## src/ssrc_pkg.sv

```systemverilog
`timescale 1ns / 1ps
// ----------------------------------------------------------------------------
// ssrc_pkg: shared types and constants of the soft-start ramp controller
// Request and result structures, mode codes, register indexes and reset values.
// ----------------------------------------------------------------------------
package ssrc_pkg;

	// Field widths
	localparam int TIMER_W = 20;
	localparam int LEVEL_W = 10;
	localparam int MODE_W  = 2;
	localparam int CFG_IDX_W = 2;

	// Reset timing, in 1 us ticks and milliseconds
	localparam int unsigned RAMP_TIME_MS   = 5000;
	localparam int unsigned RAMP_STEP_MS   = 10;
	localparam int unsigned DEBOUNCE_RESET = 20000;
	localparam logic [TIMER_W-1:0] DEBOUNCE_INIT = TIMER_W'(DEBOUNCE_RESET);
	localparam logic [TIMER_W-1:0] INTERVAL_INIT = TIMER_W'(RAMP_STEP_MS * 1000);
	localparam logic [LEVEL_W-1:0] STEPS_INIT    = LEVEL_W'(RAMP_TIME_MS / RAMP_STEP_MS);

	localparam logic [TIMER_W-1:0] TIMER_MAX = {TIMER_W{1'b1}};

	// Configuration register indexes
	localparam logic [CFG_IDX_W-1:0] CFG_DEBOUNCE = 2'd0;
	localparam logic [CFG_IDX_W-1:0] CFG_INTERVAL = 2'd1;
	localparam logic [CFG_IDX_W-1:0] CFG_STEPS    = 2'd2;

	// Reported mode codes
	localparam logic [MODE_W-1:0] CODE_OFF  = 2'd0;
	localparam logic [MODE_W-1:0] CODE_UP   = 2'd1;
	localparam logic [MODE_W-1:0] CODE_RUN  = 2'd2;
	localparam logic [MODE_W-1:0] CODE_DOWN = 2'd3;

	typedef enum logic [3:0] {
		MODE_OFF  = 4'b0001,
		MODE_UP   = 4'b0010,
		MODE_RUN  = 4'b0100,
		MODE_DOWN = 4'b1000
	} mode_t;

	typedef struct packed {
		logic toggle_button_low;
		logic kill_button_low;
		logic start_request;
		logic stop_request;
	} in_t;

	typedef struct packed {
		logic [LEVEL_W-1:0] amplitude_level;
		logic               output_enabled;
		logic               led_on;
		logic [MODE_W-1:0]  device_mode;
		logic               on_pulse;
		logic               off_pulse;
	} out_t;

	// Saturating increment of a tick counter
	function automatic logic [TIMER_W-1:0] sat_inc(input logic [TIMER_W-1:0] v);
		return (v == TIMER_MAX) ? TIMER_MAX : v + TIMER_W'(1);
	endfunction

	// Map the one-hot state onto the reported code
	function automatic logic [MODE_W-1:0] mode_code(input mode_t m);
		logic [MODE_W-1:0] c;
		unique case (m)
			MODE_OFF:  c = CODE_OFF;
			MODE_UP:   c = CODE_UP;
			MODE_RUN:  c = CODE_RUN;
			MODE_DOWN: c = CODE_DOWN;
			default:   c = CODE_OFF;
		endcase
		return c;
	endfunction

endpackage

```

## src/ssrc_debounce.sv

```systemverilog
`timescale 1ns / 1ps
// ----------------------------------------------------------------------------
// ssrc_debounce: one-shot button debouncer
// Fires once per press, on the tick at which the level has stayed low for the
// debounce time; rearms when the level goes high.
// ----------------------------------------------------------------------------
module ssrc_debounce (
	input  logic                          clk,
	input  logic                          arst_n,
	input  logic                          tick,
	input  logic                          button_low,
	input  logic [ssrc_pkg::TIMER_W-1:0]  debounce_ticks,
	output logic                          fire
);
	import ssrc_pkg::*;

	logic               pending_q;
	logic               consumed_q;
	logic [TIMER_W-1:0] elapsed_q;
	logic               pending_d;
	logic               consumed_d;
	logic [TIMER_W-1:0] elapsed_d;

	// Work out this tick's press state
	always_comb begin
		pending_d  = pending_q;
		consumed_d = consumed_q;
		elapsed_d  = elapsed_q;
		fire       = 1'b0;
		if (!button_low) begin
			pending_d  = 1'b0;
			consumed_d = 1'b0;
		end else if (!pending_q && !consumed_q) begin
			pending_d = 1'b1;
			elapsed_d = '0;
		end else if (pending_q && !consumed_q) begin
			elapsed_d = sat_inc(elapsed_q);
			if (elapsed_d >= debounce_ticks) begin
				consumed_d = 1'b1;
				pending_d  = 1'b0;
				fire       = 1'b1;
			end
		end
	end

	// Hold the press state between ticks
	always_ff @(posedge clk or negedge arst_n) begin
		if (!arst_n) begin
			pending_q  <= 1'b0;
			consumed_q <= 1'b0;
			elapsed_q  <= '0;
		end else if (tick) begin
			pending_q  <= pending_d;
			consumed_q <= consumed_d;
			elapsed_q  <= elapsed_d;
		end
	end

endmodule

```

## src/soft_start_ramp_controller_top.sv

```systemverilog
`timescale 1ns / 1ps
// ----------------------------------------------------------------------------
// soft_start_ramp_controller_top: soft-start ramp controller
// Four-state ramp machine with debounced toggle and kill buttons.
// ----------------------------------------------------------------------------
// Usage:
//   Each request on the in channel is one 1 us time-base tick carrying the
//   raw button levels and the start and stop requests. Each tick yields
//   exactly one result on the out channel: level, enable, LED, mode and the
//   one-tick on and off pulse flags.
//   The tick is taken into an input register, then updated and written into
//   the result register once that register is empty or being read. One
//   request per cycle is sustained while the receiver is ready; the state
//   update of one tick is a single pass of compares and increments.
//   When the receiver stalls, one tick waits in the input register and one
//   result in the output register; in_ready drops only when both are full.
//   Registers are written via the cfg channel (always ready); the user must
//   write them only while no tick is in flight; the block does not enforce it.
//   Reset sets off, level zero, rearms both debouncers, loads default timing.
// ----------------------------------------------------------------------------
module soft_start_ramp_controller_top (
	input  logic                            clk,
	input  logic                            arst_n,
	input  logic                            in_valid,
	output logic                            in_ready,
	input  ssrc_pkg::in_t                   in_data,
	output logic                            out_valid,
	input  logic                            out_ready,
	output ssrc_pkg::out_t                  out_data,
	input  logic                            cfg_valid,
	output logic                            cfg_ready,
	input  logic [ssrc_pkg::CFG_IDX_W-1:0]  cfg_index,
	input  logic [ssrc_pkg::TIMER_W-1:0]    cfg_data
);
	import ssrc_pkg::*;

	// Configuration registers
	logic [TIMER_W-1:0] debounce_q;
	logic [TIMER_W-1:0] interval_q;
	logic [LEVEL_W-1:0] steps_q;

	// Controller state
	mode_t              mode_q;
	logic [LEVEL_W-1:0] level_q;
	logic               enable_q;
	logic               led_q;
	logic [TIMER_W-1:0] ramp_q;

	// Pipeline
	logic  valid_s1;
	in_t   data_s1;
	logic  out_valid_q;
	out_t  out_q;
	logic  advance;

	logic  tog_fire;
	logic  kill_fire;

	mode_t              mode_d;
	logic [LEVEL_W-1:0] level_d;
	logic               enable_d;
	logic               led_d;
	logic [TIMER_W-1:0] ramp_d;
	logic               on_d;
	logic               off_d;
	logic [LEVEL_W:0]   next_up;

	assign cfg_ready = 1'b1;
	assign advance   = valid_s1 && (!out_valid_q || out_ready);
	assign in_ready  = !valid_s1 || advance;
	assign out_valid = out_valid_q;
	assign out_data  = out_q;

	// Write configuration registers
	always_ff @(posedge clk or negedge arst_n) begin
		if (!arst_n) begin
			debounce_q <= DEBOUNCE_INIT;
			interval_q <= INTERVAL_INIT;
			steps_q    <= STEPS_INIT;
		end else if (cfg_valid) begin
			unique case (cfg_index)
				CFG_DEBOUNCE: debounce_q <= cfg_data;
				CFG_INTERVAL: interval_q <= cfg_data;
				CFG_STEPS:    steps_q    <= cfg_data[LEVEL_W-1:0];
				default: ;
			endcase
		end
	end

	ssrc_debounce u_toggle (
		.clk            (clk),
		.arst_n         (arst_n),
		.tick           (advance),
		.button_low     (data_s1.toggle_button_low),
		.debounce_ticks (debounce_q),
		.fire           (tog_fire)
	);

	ssrc_debounce u_kill (
		.clk            (clk),
		.arst_n         (arst_n),
		.tick           (advance),
		.button_low     (data_s1.kill_button_low),
		.debounce_ticks (debounce_q),
		.fire           (kill_fire)
	);

	// Apply requests, button presses and one ramp step
	always_comb begin
		mode_d   = mode_q;
		level_d  = level_q;
		enable_d = enable_q;
		led_d    = led_q;
		ramp_d   = sat_inc(ramp_q);
		on_d     = 1'b0;
		off_d    = 1'b0;
		next_up  = '0;

		if (data_s1.start_request && mode_d == MODE_OFF) begin
			level_d  = '0;
			enable_d = 1'b1;
			ramp_d   = '0;
			mode_d   = MODE_UP;
			on_d     = 1'b1;
		end
		if (data_s1.stop_request && (mode_d == MODE_RUN || mode_d == MODE_UP)) begin
			ramp_d = '0;
			mode_d = MODE_DOWN;
			off_d  = 1'b1;
		end

		// Toggle: start when off, stop when running, ignore while ramping
		if (tog_fire) begin
			if (mode_d == MODE_OFF) begin
				level_d  = '0;
				enable_d = 1'b1;
				ramp_d   = '0;
				mode_d   = MODE_UP;
				on_d     = 1'b1;
			end else if (mode_d == MODE_RUN) begin
				ramp_d = '0;
				mode_d = MODE_DOWN;
				off_d  = 1'b1;
			end
		end

		// Kill: drop straight to off, leave the ramp timer alone
		if (kill_fire) begin
			level_d  = '0;
			enable_d = 1'b0;
			led_d    = 1'b0;
			mode_d   = MODE_OFF;
			off_d    = 1'b1;
		end

		// Ramp step
		if ((mode_d == MODE_UP || mode_d == MODE_DOWN) && ramp_d >= interval_q) begin
			ramp_d = '0;
			if (mode_d == MODE_UP) begin
				next_up = {1'b0, level_d} + (LEVEL_W+1)'(1);
				if (next_up >= {1'b0, steps_q}) begin
					level_d = steps_q;
					led_d   = 1'b1;
					mode_d  = MODE_RUN;
				end else begin
					level_d = next_up[LEVEL_W-1:0];
				end
			end else begin
				if (level_d <= LEVEL_W'(1)) begin
					level_d  = '0;
					enable_d = 1'b0;
					led_d    = 1'b0;
					mode_d   = MODE_OFF;
				end else begin
					level_d = level_d - LEVEL_W'(1);
				end
			end
		end
	end

	// Advance controller state once per processed tick
	always_ff @(posedge clk or negedge arst_n) begin
		if (!arst_n) begin
			mode_q   <= MODE_OFF;
			level_q  <= '0;
			enable_q <= 1'b0;
			led_q    <= 1'b0;
			ramp_q   <= '0;
		end else if (advance) begin
			mode_q   <= mode_d;
			level_q  <= level_d;
			enable_q <= enable_d;
			led_q    <= led_d;
			ramp_q   <= ramp_d;
		end
	end

	// Hold the accepted request in the input register
	always_ff @(posedge clk or negedge arst_n) begin
		if (!arst_n) begin
			valid_s1 <= 1'b0;
		end else if (in_ready) begin
			valid_s1 <= in_valid;
		end
	end

	always_ff @(posedge clk) begin
		if (in_valid && in_ready) begin
			data_s1 <= in_data;
		end
	end

	// Result register
	always_ff @(posedge clk or negedge arst_n) begin
		if (!arst_n) begin
			out_valid_q <= 1'b0;
		end else if (advance) begin
			out_valid_q <= 1'b1;
		end else if (out_ready) begin
			out_valid_q <= 1'b0;
		end
	end

	always_ff @(posedge clk) begin
		if (advance) begin
			out_q.amplitude_level <= level_d;
			out_q.output_enabled  <= enable_d;
			out_q.led_on          <= led_d;
			out_q.device_mode     <= mode_code(mode_d);
			out_q.on_pulse        <= on_d;
			out_q.off_pulse       <= off_d;
		end
	end

endmodule
```

## config.mk

```make
export PLATFORM = sky130hd
export DESIGN_NAME = soft_start_ramp_controller_top
export DESIGN_NICKNAME = d
export VERILOG_FILES = /design/src/ssrc_pkg.sv /design/src/ssrc_debounce.sv /design/src/soft_start_ramp_controller_top.sv
export SDC_FILE = /design/constraint.sdc
export NUM_CORES = 1
export LEC_CHECK = 0
export BUFFER_PORTS_ARGS = -buffer_cell sky130_fd_sc_hd__buf_2
export CAP_MARGIN = 20
export CORE_MARGIN = 10
export CORE_UTILIZATION = 30
export CTS_BUF_LIST = sky130_fd_sc_hd__clkbuf_4
export CTS_CLUSTER_SIZE = 16
export DETAILED_ROUTE_END_ITERATION = 10
export PLACE_DENSITY = 0.53
export SYNTH_ARGS = -nofsm -noshare
export SYNTH_HDL_FRONTEND = slang
export SYNTH_SLANG_ARGS = --single-unit
```

## constraint.sdc

```tcl
create_clock -name clk -period 9.05 [get_ports clk]
set_input_delay 1.3575 -clock clk [delete_from_list [all_inputs] [get_ports clk]]
set_output_delay 1.3575 -clock clk [all_outputs]
set_load 0.005 [all_outputs]
```

==> summary.txt <==
Place WS - 623 ps
Asr flop ratio synth - 86.8%
Req. time, crit path - 9380 ps
Chip width - 205 microns
Crit Path Class - reg -> reg
Synth Instances - 1179
Max-cap violations - 0
Final Non-Filler Cells - 1648
Final Hold Fails - 0
Fin nets - 1293
Gr usage total - 13.2%
CTS Buf Count - 17
Drt pass-1 iters - 5
Core ar. - 33700 sq um
Vias in the first global route - 8135
1st-iter DRT viols - 633
Total number of vias - 8462
Die area - 42000 sq um
Leakage power - 5.02 nW
Port Buffers - 48
Crit path DAT - 8800 ps
Final Util - 33.0%
Synth Cell Area - 10300 sq um
Fraction of layout cells with a size suffix above 1 - 13.6%
P per Cell Area - 151 nW/um^2
Status - completed
Hold buffer count at CTS - 0
Pins over their slew limit - 0
Number of antenna violations at the first check in global routing - 1
DR vias/cell - 5.13
Final Cell Area - 11100 sq um
Number of cells after detailed placement - 1615
Clock latency at the later pin of the worst-skew pair - 600 ps
Relative slew slack - 33.3%
Critical Path Slowest Stage Cell - or3_2
Clock skew - 39.2 ps
Gpl congestion - 0.882
Row cnt - 67
EDFF count, synth - 20
Multi-input gate area - 5830 sq um
Fin Hold WS - 522 ps
Post-synth top flop - dfrtp_1
Routed WL - 27500 microns
Setup ws final - 579 ps
Pwr Total - 1.69 mW
Setup crit end kind - flop
TritonCTS clock tree - built
Syn avg cell area - 8.71 sq um
Final worst-path cycle share - 93.6%
Synth-to-Final Area Change - 8.38%
Synthesis Warnings - 0
VDD IR max - 74.2 uV
Worst hold path class - reg -> reg
Setup TNS - 0 ps
Top-count cell post-synth - nand2_1
Starting Density - 30.5%
I/O pin count - 50
Startpoint types - flop
Critical path's largest stage delay - 780 ps
Most area-consuming cells after synthesis - dfrtp_1 28%, ha_1 9.3%, a21oi_1 5.9%
Total gr overflow - 0
Unrepaired setup endpoints after global routing - no
CP most frequent cell - ha_1
Root buf cell - clkbuf_4
Die H - 205 microns
Routed WL per cell - 16.7 microns
Distinct cells, synth - 80
Pin count of the biggest net entering global routing - 68
Post-DRT Antenna Nets - 0
Count of filler cells inserted in the layout - 3519
CTS max path bufs - 2
First-pass GRT wire length - 44400 microns
CTS clock-pin slew for the worst setup and hold paths - 130 ps
Tmin final - 8470 ps
Clock sinks - 152
Count of state elements after synthesis - 152
# H-tree levels - 4
FF/Latch Area - 3930 sq um
Post-synth top cells - 140 x nand2_1, 122 x a21oi_1, 115 x dfrtp_1
DRC violations left - 0
Max Fclk - 118 MHz
Post-DP HPWL - 20300 microns
Largest fanout on the critical path - 33
Sequential area share after synthesis - 38.2%
Least-Margin Pin Slew - 997 ps
Final setup viols - 0
Cell taking the most area after synthesis - dfrtp_1
Post-synth net total - 1286
Top-area cell type share of the netlist area - 28.0%
Placed inst area - 10900 sq um
-- cells in the final DEF, fill, tap and decap left out, types with 23 or more instances in the layout --
cell type / netlist / routed
mux2_2: 35 / 35
dfrtp_1: 115 / 115
inv_1: 65 / 65
buf_2: 9 / 47
xor2_1: 23 / 23
o21ai_0: 75 / 75
nor2_1: 97 / 97
a21oi_1: 122 / 122
and3_1: 25 / 25
nand3_1: 49 / 49
ha_1: 76 / 76
xnor2_1: 26 / 26
nand2_1: 140 / 140
-- per-layer routing --
metal	wire, microns	GRT usage (%)	up-vias
met3	1340	2.45	37
met2	12800	21.3	215
met4	513	4.02	0
li1	-	-	4195
met1	12800	17.5	4015
met5	0	0	-
-- layout make-up --
cell class / count / share of cell area, %
diodes: 1 / 0.0225
clock buffers: 21 / 1.42
clock inverters: 11 / 0.888
inverters: 66 / 2.25
multi-input cells: 892 / 52.3
flip-flops and latches: 152 / 35.3
well taps: 448 / 5.03
repair buffers: 57 / 2.82
-- timing repair --
| item | CTS | global route |
|---|---|---|
| resized for setup | 0 | 1 |
| endpoints found under the setup margin | 0 | 6 |
| setup buffers | 0 | 0 |
-- state kept, by name (all words and copies together) (netlist names), 4 cells and up --
| register | cells |
|---|---|
| mode_q | 4 |
| data_s1 | 4 |
| steps_q | 10 |
| out_data | 16 |
| u_toggle.elapsed_q | 20 |
| interval_q | 20 |
| ramp_q | 20 |
| debounce_q | 20 |
| u_kill.elapsed_q | 20 |
| level_q | 10 |
-- cells by family (layout without fill, tap and decap cells) --
| kind of cell | Yosys count | count (layout) | share of synthesized area, % |
|---|---|---|---|
| simple gates | 418 | 418 | 19.8 |
| compound gates | 305 | 305 | 18.7 |
| flops | 152 | 152 | 38.2 |
| buf+inv | 135 | 155 | 5.15 |
| fa+ha+maj | 76 | 76 | 9.26 |
| xor+xnor | 49 | 49 | 4.18 |
| mux | 43 | 43 | 4.62 |
| other cells | 1 | 2 | 0.0365 |
-- worst paths after layout --
check | start | endpoint | slack (ps) | cells past startpoint
max | u_toggle.elapsed_q[0] | out_data[7] | 580 | 30
min | interval_q[5] | interval_q[5] | 520 | 1
max reg2reg | u_toggle.elapsed_q[0] | out_data[7] | 580 | 30
min reg2reg | interval_q[5] | interval_q[5] | 520 | 1
max in group asynchronous | arst_n | mode_q[1] | 6890 | 2
min in group asynchronous | arst_n | level_q[6] | 750 | 1
-- where the power goes --
| group | switching [mW] | total [mW] | internal [mW] |
|---|---|---|---|
| registers | 0.0727 | 0.846 | 0.773 |
| clock network | 0.266 | 0.414 | 0.149 |
| logic | 0.244 | 0.426 | 0.181 |
-- critical path: cells and delay by family, from the launching register on --
family / cells / cell delay [ps]
AOI/OAI and AO/OA: 7 / 2300
xor gates and xnor gates: 1 / 150
adders and majority gates: 4 / 1060
buffers and inverters: 3 / 550
DFF: 1 / 460
muxes: 1 / 310
and+or+nand+nor: 14 / 3360
Power figures use the tool's default switching activity.
